<file path="src/hw/rtl/prefix_expression_stack_evaluator_top_assert.svh">
// Assertion macros used by the prefix expression stack evaluator RTL.
`ifndef PREFIX_EXPRESSION_STACK_EVALUATOR_TOP_ASSERT_SVH
`define PREFIX_EXPRESSION_STACK_EVALUATOR_TOP_ASSERT_SVH

// The consequent must hold in the same cycle as the antecedent.
`define PESEV_ASSERT_SAME(label, ante, cons, msg) \
    label: assert property (@(posedge clk) disable iff (!rst_n) (ante) |-> (cons)) \
        else $error(msg);

// The consequent must hold in the cycle after the antecedent.
`define PESEV_ASSERT_NEXT(label, ante, cons, msg) \
    label: assert property (@(posedge clk) disable iff (!rst_n) (ante) |=> (cons)) \
        else $error(msg);

`endif

</file>
<file path="src/hw/rtl/pesev_pkg.sv">
// Shared constants for the prefix expression stack evaluator.
package pesev_pkg;

    localparam int DATA_W              = 32;
    localparam int OPCODE_W            = 3;
    localparam int DEFAULT_STACK_DEPTH = 64;

    // Input request tdata width: opcode and operand, padded to whole bytes.
    localparam int IN_FIELDS_W = OPCODE_W + DATA_W;
    localparam int IN_TDATA_W  = ((IN_FIELDS_W + 7) / 8) * 8;

    // Token opcodes.
    localparam logic [OPCODE_W-1:0] OP_PUSH = 3'd0;
    localparam logic [OPCODE_W-1:0] OP_ADD  = 3'd1;
    localparam logic [OPCODE_W-1:0] OP_SUB  = 3'd2;
    localparam logic [OPCODE_W-1:0] OP_MUL  = 3'd3;
    localparam logic [OPCODE_W-1:0] OP_DIV  = 3'd4;
    localparam logic [OPCODE_W-1:0] OP_REM  = 3'd5;

endpackage

</file>
<file path="src/hw/rtl/pesev_ram.sv">
// Generic single-write, single-read RAM with registered read data.
module pesev_ram #(
    parameter int WIDTH = 32,
    parameter int DEPTH = 64
) (
    input  logic                     clk,
    input  logic                     we,
    input  logic [$clog2(DEPTH)-1:0] waddr,
    input  logic [WIDTH-1:0]         wdata,
    input  logic                     re,
    input  logic [$clog2(DEPTH)-1:0] raddr,
    output logic [WIDTH-1:0]         rdata
);

    logic [WIDTH-1:0] mem [DEPTH];

    // Write port and registered read port.
    always_ff @(posedge clk)
    begin
        if (we)
        begin
            mem[waddr] <= wdata;
        end
        if (re)
        begin
            rdata <= mem[raddr];
        end
    end

endmodule

</file>
<file path="src/hw/rtl/prefix_expression_stack_evaluator_top.sv">
// Top level of the prefix expression stack evaluator.
//
// Tokens of a prefix expression arrive last to first on the slave stream; a request
// with tlast set ends the expression and yields one result on the master stream
// (tdata = value, tuser = illegal flag, value zero when illegal). The block takes
// one token at a time and drops tready while it works: a push or an unused opcode
// needs no further work, add and subtract do one RAM read of the second entry, then
// one pass through the shared 33-bit adder, multiply follows the read with 32
// shift-add iterations on that adder, and divide or remainder with 32 restoring
// iterations plus one sign-fix pass on the same adder. A token ignored after an
// error and an operator that finds fewer than two entries need no further work; a
// divide or remainder by zero ends after the read. A last token then passes through
// a done state that places the result in the output register once any earlier
// result there has been accepted; the placed result then waits while further tokens
// are accepted. The top of stack is held in a register and the lower entries in a
// RAM; no entry is read before it is written, so there is no clearing pass.
module prefix_expression_stack_evaluator_top #(
    parameter int STACK_DEPTH = pesev_pkg::DEFAULT_STACK_DEPTH
) (
    input  logic                             clk,
    input  logic                             rst_n,
    // s_tdata fields, lowest bit up: opcode[2:0], operand_value[34:3], zero pad.
    input  logic [pesev_pkg::IN_TDATA_W-1:0] s_tdata,
    input  logic                             s_tlast,
    input  logic                             s_tvalid,
    output logic                             s_tready,
    // m_tdata fields, lowest bit up: result_value[31:0].
    output logic [pesev_pkg::DATA_W-1:0]     m_tdata,
    // m_tuser fields, lowest bit up: illegal[0].
    output logic [0:0]                       m_tuser,
    output logic                             m_tvalid,
    input  logic                             m_tready
);

    import pesev_pkg::*;

    localparam int ADDR_W = $clog2(STACK_DEPTH);
    localparam int CNT_W  = $clog2(STACK_DEPTH + 1);
    localparam int ITER_W = $clog2(DATA_W);

    typedef enum logic [2:0] {
        S_IDLE,
        S_READ,
        S_MUL,
        S_DIV,
        S_FIX,
        S_DONE
    } state_t;

    state_t                state_reg, state_next;
    logic [CNT_W-1:0]      count_reg, count_next;
    logic                  error_reg, error_next;
    logic [DATA_W-1:0]     top_reg, top_next;
    logic [OPCODE_W-1:0]   op_reg, op_next;
    logic                  last_reg, last_next;
    logic [DATA_W-1:0]     acc_reg, acc_next;
    logic [DATA_W-1:0]     q_reg, q_next;
    logic [DATA_W-1:0]     m_reg, m_next;
    logic [ITER_W-1:0]     iter_reg, iter_next;
    logic                  neg_q_reg, neg_q_next;
    logic                  neg_r_reg, neg_r_next;
    logic                  out_valid_reg, out_valid_next;
    logic [DATA_W-1:0]     out_value_reg, out_value_next;
    logic                  out_illegal_reg, out_illegal_next;

    logic [OPCODE_W-1:0]   in_opcode;
    logic [DATA_W-1:0]     in_value;
    logic                  in_accept;

    logic                  ram_we;
    logic [ADDR_W-1:0]     ram_waddr;
    logic                  ram_re;
    logic [ADDR_W-1:0]     ram_raddr;
    logic [DATA_W-1:0]     ram_rdata;

    logic [DATA_W:0]       add_a;
    logic [DATA_W:0]       add_b;
    logic                  add_sub;
    logic [DATA_W:0]       add_sum;

    logic [DATA_W-1:0]     fix_val;
    logic                  fix_neg;
    logic [DATA_W-1:0]     left_mag;
    logic [DATA_W-1:0]     right_mag;
    logic                  iter_last;
    state_t                finish_state;
    logic                  done_wait;

    assign in_opcode = s_tdata[OPCODE_W-1:0];
    assign in_value  = s_tdata[OPCODE_W +: DATA_W];
    assign s_tready  = (state_reg == S_IDLE);
    assign in_accept = s_tvalid && s_tready;

    assign m_tvalid   = out_valid_reg;
    assign m_tdata    = out_value_reg;
    assign m_tuser[0] = out_illegal_reg;

    assign iter_last    = (iter_reg == ITER_W'(DATA_W - 1));
    assign finish_state = last_reg ? S_DONE : S_IDLE;
    assign done_wait    = (state_reg == S_DONE) && out_valid_reg;

    // Operand magnitudes for the divider.
    assign left_mag  = top_reg[DATA_W-1] ? (~top_reg + DATA_W'(1)) : top_reg;
    assign right_mag = ram_rdata[DATA_W-1] ? (~ram_rdata + DATA_W'(1)) : ram_rdata;

    // Sign fix selects quotient or remainder.
    assign fix_val = (op_reg == OP_DIV) ? q_reg : acc_reg;
    assign fix_neg = (op_reg == OP_DIV) ? neg_q_reg : neg_r_reg;

    // Operand selection for the shared adder.
    always_comb
    begin
        add_a   = '0;
        add_b   = '0;
        add_sub = 1'b0;
        case (state_reg)
            S_READ:
            begin
                add_a   = {1'b0, top_reg};
                add_b   = {1'b0, ram_rdata};
                add_sub = (op_reg == OP_SUB);
            end
            S_MUL:
            begin
                add_a = {1'b0, acc_reg};
                add_b = q_reg[0] ? {1'b0, m_reg} : '0;
            end
            S_DIV:
            begin
                add_a   = {1'b0, acc_reg[DATA_W-2:0], q_reg[DATA_W-1]};
                add_b   = {1'b0, m_reg};
                add_sub = 1'b1;
            end
            S_FIX:
            begin
                add_a   = fix_neg ? '0 : {1'b0, fix_val};
                add_b   = fix_neg ? {1'b0, fix_val} : '0;
                add_sub = fix_neg;
            end
            default:
            begin
                add_sub = 1'b0;
            end
        endcase
    end

    // Shared 33-bit adder and subtractor.
    assign add_sum = add_a + (add_b ^ {(DATA_W + 1){add_sub}}) + {{DATA_W{1'b0}}, add_sub};

    // Sequencer next-state logic.
    always_comb
    begin
        state_next       = state_reg;
        count_next       = count_reg;
        error_next       = error_reg;
        top_next         = top_reg;
        op_next          = op_reg;
        last_next        = last_reg;
        acc_next         = acc_reg;
        q_next           = q_reg;
        m_next           = m_reg;
        iter_next        = iter_reg;
        neg_q_next       = neg_q_reg;
        neg_r_next       = neg_r_reg;
        out_valid_next   = out_valid_reg;
        out_value_next   = out_value_reg;
        out_illegal_next = out_illegal_reg;
        ram_we           = 1'b0;
        ram_waddr        = count_reg[ADDR_W-1:0] - ADDR_W'(1);
        ram_re           = 1'b0;
        ram_raddr        = count_reg[ADDR_W-1:0] - ADDR_W'(2);

        // The output register empties when the consumer takes the result.
        if (out_valid_reg && m_tready)
        begin
            out_valid_next = 1'b0;
        end

        case (state_reg)
            S_IDLE:
            begin
                if (in_accept)
                begin
                    op_next    = in_opcode;
                    last_next  = s_tlast;
                    state_next = s_tlast ? S_DONE : S_IDLE;
                    if (!error_reg)
                    begin
                        case (in_opcode)
                            OP_PUSH:
                            begin
                                if (count_reg == CNT_W'(STACK_DEPTH))
                                begin
                                    error_next = 1'b1;
                                end
                                else
                                begin
                                    // The old top moves down into the RAM.
                                    ram_we     = (count_reg != '0);
                                    top_next   = in_value;
                                    count_next = count_reg + CNT_W'(1);
                                end
                            end
                            OP_ADD, OP_SUB, OP_MUL, OP_DIV, OP_REM:
                            begin
                                if (count_reg < CNT_W'(2))
                                begin
                                    error_next = 1'b1;
                                end
                                else
                                begin
                                    ram_re     = 1'b1;
                                    state_next = S_READ;
                                end
                            end
                            default:
                            begin
                                op_next = in_opcode;
                            end
                        endcase
                    end
                end
            end

            S_READ:
            begin
                case (op_reg)
                    OP_ADD, OP_SUB:
                    begin
                        top_next   = add_sum[DATA_W-1:0];
                        count_next = count_reg - CNT_W'(1);
                        state_next = finish_state;
                    end
                    OP_MUL:
                    begin
                        acc_next   = '0;
                        q_next     = ram_rdata;
                        m_next     = top_reg;
                        iter_next  = '0;
                        state_next = S_MUL;
                    end
                    default:
                    begin
                        if (ram_rdata == '0)
                        begin
                            // Division or remainder by zero.
                            error_next = 1'b1;
                            state_next = finish_state;
                        end
                        else
                        begin
                            acc_next   = '0;
                            q_next     = left_mag;
                            m_next     = right_mag;
                            iter_next  = '0;
                            neg_q_next = top_reg[DATA_W-1] ^ ram_rdata[DATA_W-1];
                            neg_r_next = top_reg[DATA_W-1];
                            state_next = S_DIV;
                        end
                    end
                endcase
            end

            S_MUL:
            begin
                // One shift-add step of the low-half product.
                acc_next  = add_sum[DATA_W-1:0];
                m_next    = {m_reg[DATA_W-2:0], 1'b0};
                q_next    = {1'b0, q_reg[DATA_W-1:1]};
                iter_next = iter_reg + ITER_W'(1);
                if (iter_last)
                begin
                    top_next   = add_sum[DATA_W-1:0];
                    count_next = count_reg - CNT_W'(1);
                    state_next = finish_state;
                end
            end

            S_DIV:
            begin
                // One restoring division step; a clear sign bit means it fits.
                if (!add_sum[DATA_W])
                begin
                    acc_next = add_sum[DATA_W-1:0];
                    q_next   = {q_reg[DATA_W-2:0], 1'b1};
                end
                else
                begin
                    acc_next = {acc_reg[DATA_W-2:0], q_reg[DATA_W-1]};
                    q_next   = {q_reg[DATA_W-2:0], 1'b0};
                end
                iter_next = iter_reg + ITER_W'(1);
                if (iter_last)
                begin
                    state_next = S_FIX;
                end
            end

            S_FIX:
            begin
                top_next   = add_sum[DATA_W-1:0];
                count_next = count_reg - CNT_W'(1);
                state_next = finish_state;
            end

            S_DONE:
            begin
                // Place the result once the output register is free.
                if (!out_valid_reg || m_tready)
                begin
                    out_valid_next = 1'b1;
                    if (error_reg || (count_reg == '0))
                    begin
                        out_value_next   = '0;
                        out_illegal_next = 1'b1;
                    end
                    else
                    begin
                        out_value_next   = top_reg;
                        out_illegal_next = 1'b0;
                    end
                    count_next = '0;
                    error_next = 1'b0;
                    state_next = S_IDLE;
                end
            end

            default:
            begin
                state_next = S_IDLE;
            end
        endcase
    end

    // State and registered outputs.
    always_ff @(posedge clk or negedge rst_n)
    begin
        if (!rst_n)
        begin
            state_reg       <= S_IDLE;
            count_reg       <= '0;
            error_reg       <= 1'b0;
            top_reg         <= '0;
            op_reg          <= OP_PUSH;
            last_reg        <= 1'b0;
            acc_reg         <= '0;
            q_reg           <= '0;
            m_reg           <= '0;
            iter_reg        <= '0;
            neg_q_reg       <= 1'b0;
            neg_r_reg       <= 1'b0;
            out_valid_reg   <= 1'b0;
            out_value_reg   <= '0;
            out_illegal_reg <= 1'b0;
        end
        else
        begin
            state_reg       <= state_next;
            count_reg       <= count_next;
            error_reg       <= error_next;
            top_reg         <= top_next;
            op_reg          <= op_next;
            last_reg        <= last_next;
            acc_reg         <= acc_next;
            q_reg           <= q_next;
            m_reg           <= m_next;
            iter_reg        <= iter_next;
            neg_q_reg       <= neg_q_next;
            neg_r_reg       <= neg_r_next;
            out_valid_reg   <= out_valid_next;
            out_value_reg   <= out_value_next;
            out_illegal_reg <= out_illegal_next;
        end
    end

    // Entries below the top of stack.
    pesev_ram #(
        .WIDTH (DATA_W),
        .DEPTH (STACK_DEPTH)
    ) u_stack_ram (
        .clk   (clk),
        .we    (ram_we),
        .waddr (ram_waddr),
        .wdata (top_reg),
        .re    (ram_re),
        .raddr (ram_raddr),
        .rdata (ram_rdata)
    );

    `include "prefix_expression_stack_evaluator_top_assert.svh"

    // The stack never holds more entries than it has room for.
    `PESEV_ASSERT_SAME(a_count_bound, 1'b1, count_reg <= CNT_W'(STACK_DEPTH), "stack count overflow")
    // An illegal result always carries a zero value.
    `PESEV_ASSERT_SAME(a_illegal_zero, m_tvalid && m_tuser[0], m_tdata == '0, "illegal result not zero")
    // The second operand is read only when two entries are present.
    `PESEV_ASSERT_SAME(a_read_depth, ram_re, count_reg >= CNT_W'(2), "read with too few entries")
    // A pending result is not overwritten while the consumer stalls.
    `PESEV_ASSERT_NEXT(a_done_wait, done_wait && !m_tready, done_wait, "result placed over a waiting one")

endmodule

</file>
<file path="config.mk">
export PLATFORM = sky130hd
export DESIGN_NAME = prefix_expression_stack_evaluator_top
export DESIGN_NICKNAME = d
export VERILOG_FILES = /design/src/hw/rtl/pesev_pkg.sv /design/src/hw/rtl/pesev_ram.sv /design/src/hw/rtl/prefix_expression_stack_evaluator_top.sv
export VERILOG_INCLUDE_DIRS = /design/src /design/src/hw/rtl
export SDC_FILE = /design/constraint.sdc
export NUM_CORES = 2
export LEC_CHECK = 0
export BUFFER_PORTS_ARGS = -buffer_cell sky130_fd_sc_hd__buf_4
export CORE_UTILIZATION = 47
export DETAILED_ROUTE_END_ITERATION = 16
export PLACE_DENSITY = 0.66
export SLEW_MARGIN = 0
export SYNTH_ARGS = -nofsm -noshare
export SYNTH_HDL_FRONTEND = slang
export SYNTH_HIERARCHICAL = 1
export SYNTH_SLANG_ARGS = --single-unit
</file>
<file path="constraint.sdc">
create_clock -name clk -period 11.5 [get_ports clk]
set_clock_uncertainty 0.1 [all_clocks]
set_input_delay 1.15 -clock clk [delete_from_list [all_inputs] [get_ports clk]]
set_output_delay 1.15 -clock clk [all_outputs]
set_load 0.005 [all_outputs]
</file>
==> reports/metrics.yaml <==
slew_headroom: 0.1056
syn_to_final_growth_pct: 11.48
synth_adder_area_share: 0.006289
cts_tree: "done"
drtPass1Iterations: 5
start_util: 0.4747
wire_per_inst_um: 29.95
htree_levels: 4
fin_util: 0.5292
final_nets: 5468
ys_warn_count: 6
postSynthCellCount: 5278
ant_nets: 0
layout_common_cells: "edfxtp_1 (2080), mux4_2 (446), mux2i_1 (358)"
die_x_um: 449.0
path_cells: "nand2b_2 > nor2_2 > buf_4 > a22oi_1 > mux2i_1 > inv_1 > fa_1 > nor2b_1 > o21ai_0 > a211oi_1 > o21ai_1 > a21oi_1 > o22ai_1 > mux2i_4 > buf_4 > nor2_1 > a221o_1"
cp_data_required_time_ns: 12.15
finalMaxSlewViolations: 0
fillCellCount: 15520
cts_sinks: 2264
drt-initial-drc-count: 6434
syn_avg_cell_area_um2: 17.79
fmax_mhz: 158.8
worst_pin_slew_ns: 1.334
hold_viol: 0
clock_latency_ns: 0.88
critPathKind: "reg -> reg"
via_per_inst: 6.304
endpoint_kind: "flop"
ys.flop_type: "edfxtp_1"
synth_cell_type_count: 80
portBuffers: 74
finalInstanceArea_um2: 104700
clk_pin_slew_ns: 0.06
synthArstFlopShare: 0.08127
synth-edff-count: 2080
hold_buffers: 0
muxShareOfSynthArea: 0.1463
clock-root-buffer: "clkbuf_16"
crit_fanout: 44
synth_top_family_by_area: "multiplexers"
min_period_ns: 6.296
hp-class: "in -> async"
crit_family: "compound AO/OA/AOI/OAI gates"
tns_ns: 0
status: "finished clean"
yosysSeqAreaShare: 0.7142
cp_slowest_cell: "dfrtp_1"
yosys.area_share.simple: 0.03420
dpl-instance-area_um2: 97900
fin_crit_sh: 0.5475
synth_compound_area_frac: 0.06836
drv_cap: 0
r2r_slack_ns: 5.20
die_h_um: 449.0
vdd_drop_max_mv: 0.2428
post-cts-setup-buffers: 0
grt_pass1_vias: 50590
slowest_delay_ns: 0.76
r2r-start: "state_reg[1]$_DFFE_PN0P_"
worst_setup_path_start_kind: "flop"
regMostFlops: "u_stack_ram/mem"
cellPowerDensity_nw_per_um2: 287.8
rr_worst_depth: 17
mostFrequentLayoutCell: "edfxtp_1"
path_buf_inv: 3
cts_resized: 0
fin_cells: 8211
setup_viol: 0
dp.cells: 7800
gr-total-overflow: 0
arrival_ns: 6.95
cts_buffers: 215
die_area_um2: 201600
pin_count: 80
startpoint: "state_reg[1]$_DFFE_PN0P_"
clk_path_buf_depth: 3
core_um2: 197800
totalWireLength_um: 245900
place.gp.congestion: 0.8822
synth_area_um2: 93910
synthXorXnorAreaFrac: 0.009327
place_hpwl_um: 138100
crit_top_cell: "buf_4"
r2r_end: "acc_reg[29]$_DFFE_PN0P_"
synth_seq_cells: 2264
antenna_found_initial: 15
rsz0062_at_grt: "no"
vias: 51770
rows: 163
drive_above_1_share: 0.2058
syn_nets: 5369
gr-usage-all-layers: 0.2419
drcViolationCount: 0
grt_pass1_wl_um: 355300
largest_reg_flops: 2048
grt_max_degree: 117
p_leak_nw: 34.40
cell usage after synthesis, types with 35 or more instances:
cell type	n	area, um2
clkbuf_1	200	750.7
a22oi_1	158	1186
nor2_1	236	885.9
xor2_1	69	604.3
a22o_1	45	394.1
a21oi_1	202	1011
o22ai_1	82	513.0
mux2i_1	359	3593
nand2_1	186	698.2
mux4_2	446	10040
dfrtp_1	184	4604
nand3_1	109	545.5
ha_1	44	550.5
buf_2	66	330.3
o21ai_1	35	175.2
a211oi_1	89	668.1
edfxtp_1	2080	62460
o21ai_0	144	720.7
power breakdown:
part           total, mW  switching [mW]  internal [mW]
clock               6.85            3.04           3.81
combinational       12.5            8.44           4.02
sequential          10.8           0.427           10.4
total               30.1            11.9           18.2
cell families after synthesis:
kind of cell	count (synthesis)
AO/OA/AOI/OAI	970
multiplexers	814
flip-flops	2264
XOR/XNOR	100
buffers and inverters	392
adder cells (fa/ha/maj)	46
AND/OR/NAND/NOR	692
worst register-to-register path: stages, from the launching register on:
cell,delay [ns]
dfrtp_1,0.76
nand2b_2,0.66
nor2_2,0.27
buf_4,0.36
a22oi_1,0.20
mux2i_1,0.25
inv_1,0.09
fa_1,0.45
nor2b_1,0.12
o21ai_0,0.12
a211oi_1,0.46
o21ai_1,0.29
a21oi_1,0.34
o22ai_1,0.21
mux2i_4,0.36
buf_4,0.53
nor2_1,0.27
a221o_1,0.33
through the flow:
stage | hold WS [ns] | setup WS [ns] | total power [mW]
after CTS | 0.1561 | 5.297 | 30.13
after global routing | 0.2017 | 4.852 | 31.28
final | 0.1924 | 5.204 | 30.13
after floorplan | 0.3547 | 6.664 | 18.53
after global placement | 0.3753 | 5.295 | 23.12
after detailed placement | 0.3780 | 5.311 | 23.33
final cells by class:
| type | count | area (um2) | share of cell area |
|---|---|---|---|
| clock inverter | 126 | 1142 | 0.01091 |
| antenna | 16 | 40.04 | 0.0003825 |
| multi-input combinational | 2622 | 25480 | 0.2434 |
| inverter | 33 | 138.9 | 0.001327 |
| tap | 2640 | 3303 | 0.03155 |
| clock buffer | 269 | 5604 | 0.05353 |
| timing repair buffer | 241 | 1866 | 0.01782 |
| sequential | 2264 | 67110 | 0.6411 |
worst max-delay path by stage:
stage,cells past startpoint,to,slack (ns)
3_3_place_gp,17,acc_reg[29]$_DFFE_PN0P_,5.29
2_1_floorplan,19,acc_reg[10]$_DFFE_PN0P_,6.66
4_1_cts,17,acc_reg[29]$_DFFE_PN0P_,5.30
6_report,17,acc_reg[29]$_DFFE_PN0P_,5.20
5_1_grt,17,acc_reg[29]$_DFFE_PN0P_,4.85
3_5_place_dp,17,acc_reg[29]$_DFFE_PN0P_,5.31
per-layer routing:
layer | global-route usage | wire length, um | vias to the layer above
met5 | 0 | 60 | -
met1 | 0.3414 | 100300 | 27310
li1 | - | - | 21710
met3 | 0.03928 | 20360 | 354
met4 | 0.07807 | 7153 | 8
met2 | 0.3859 | 118100 | 2382
No activity file was read; power rests on OpenSTA's default activity.
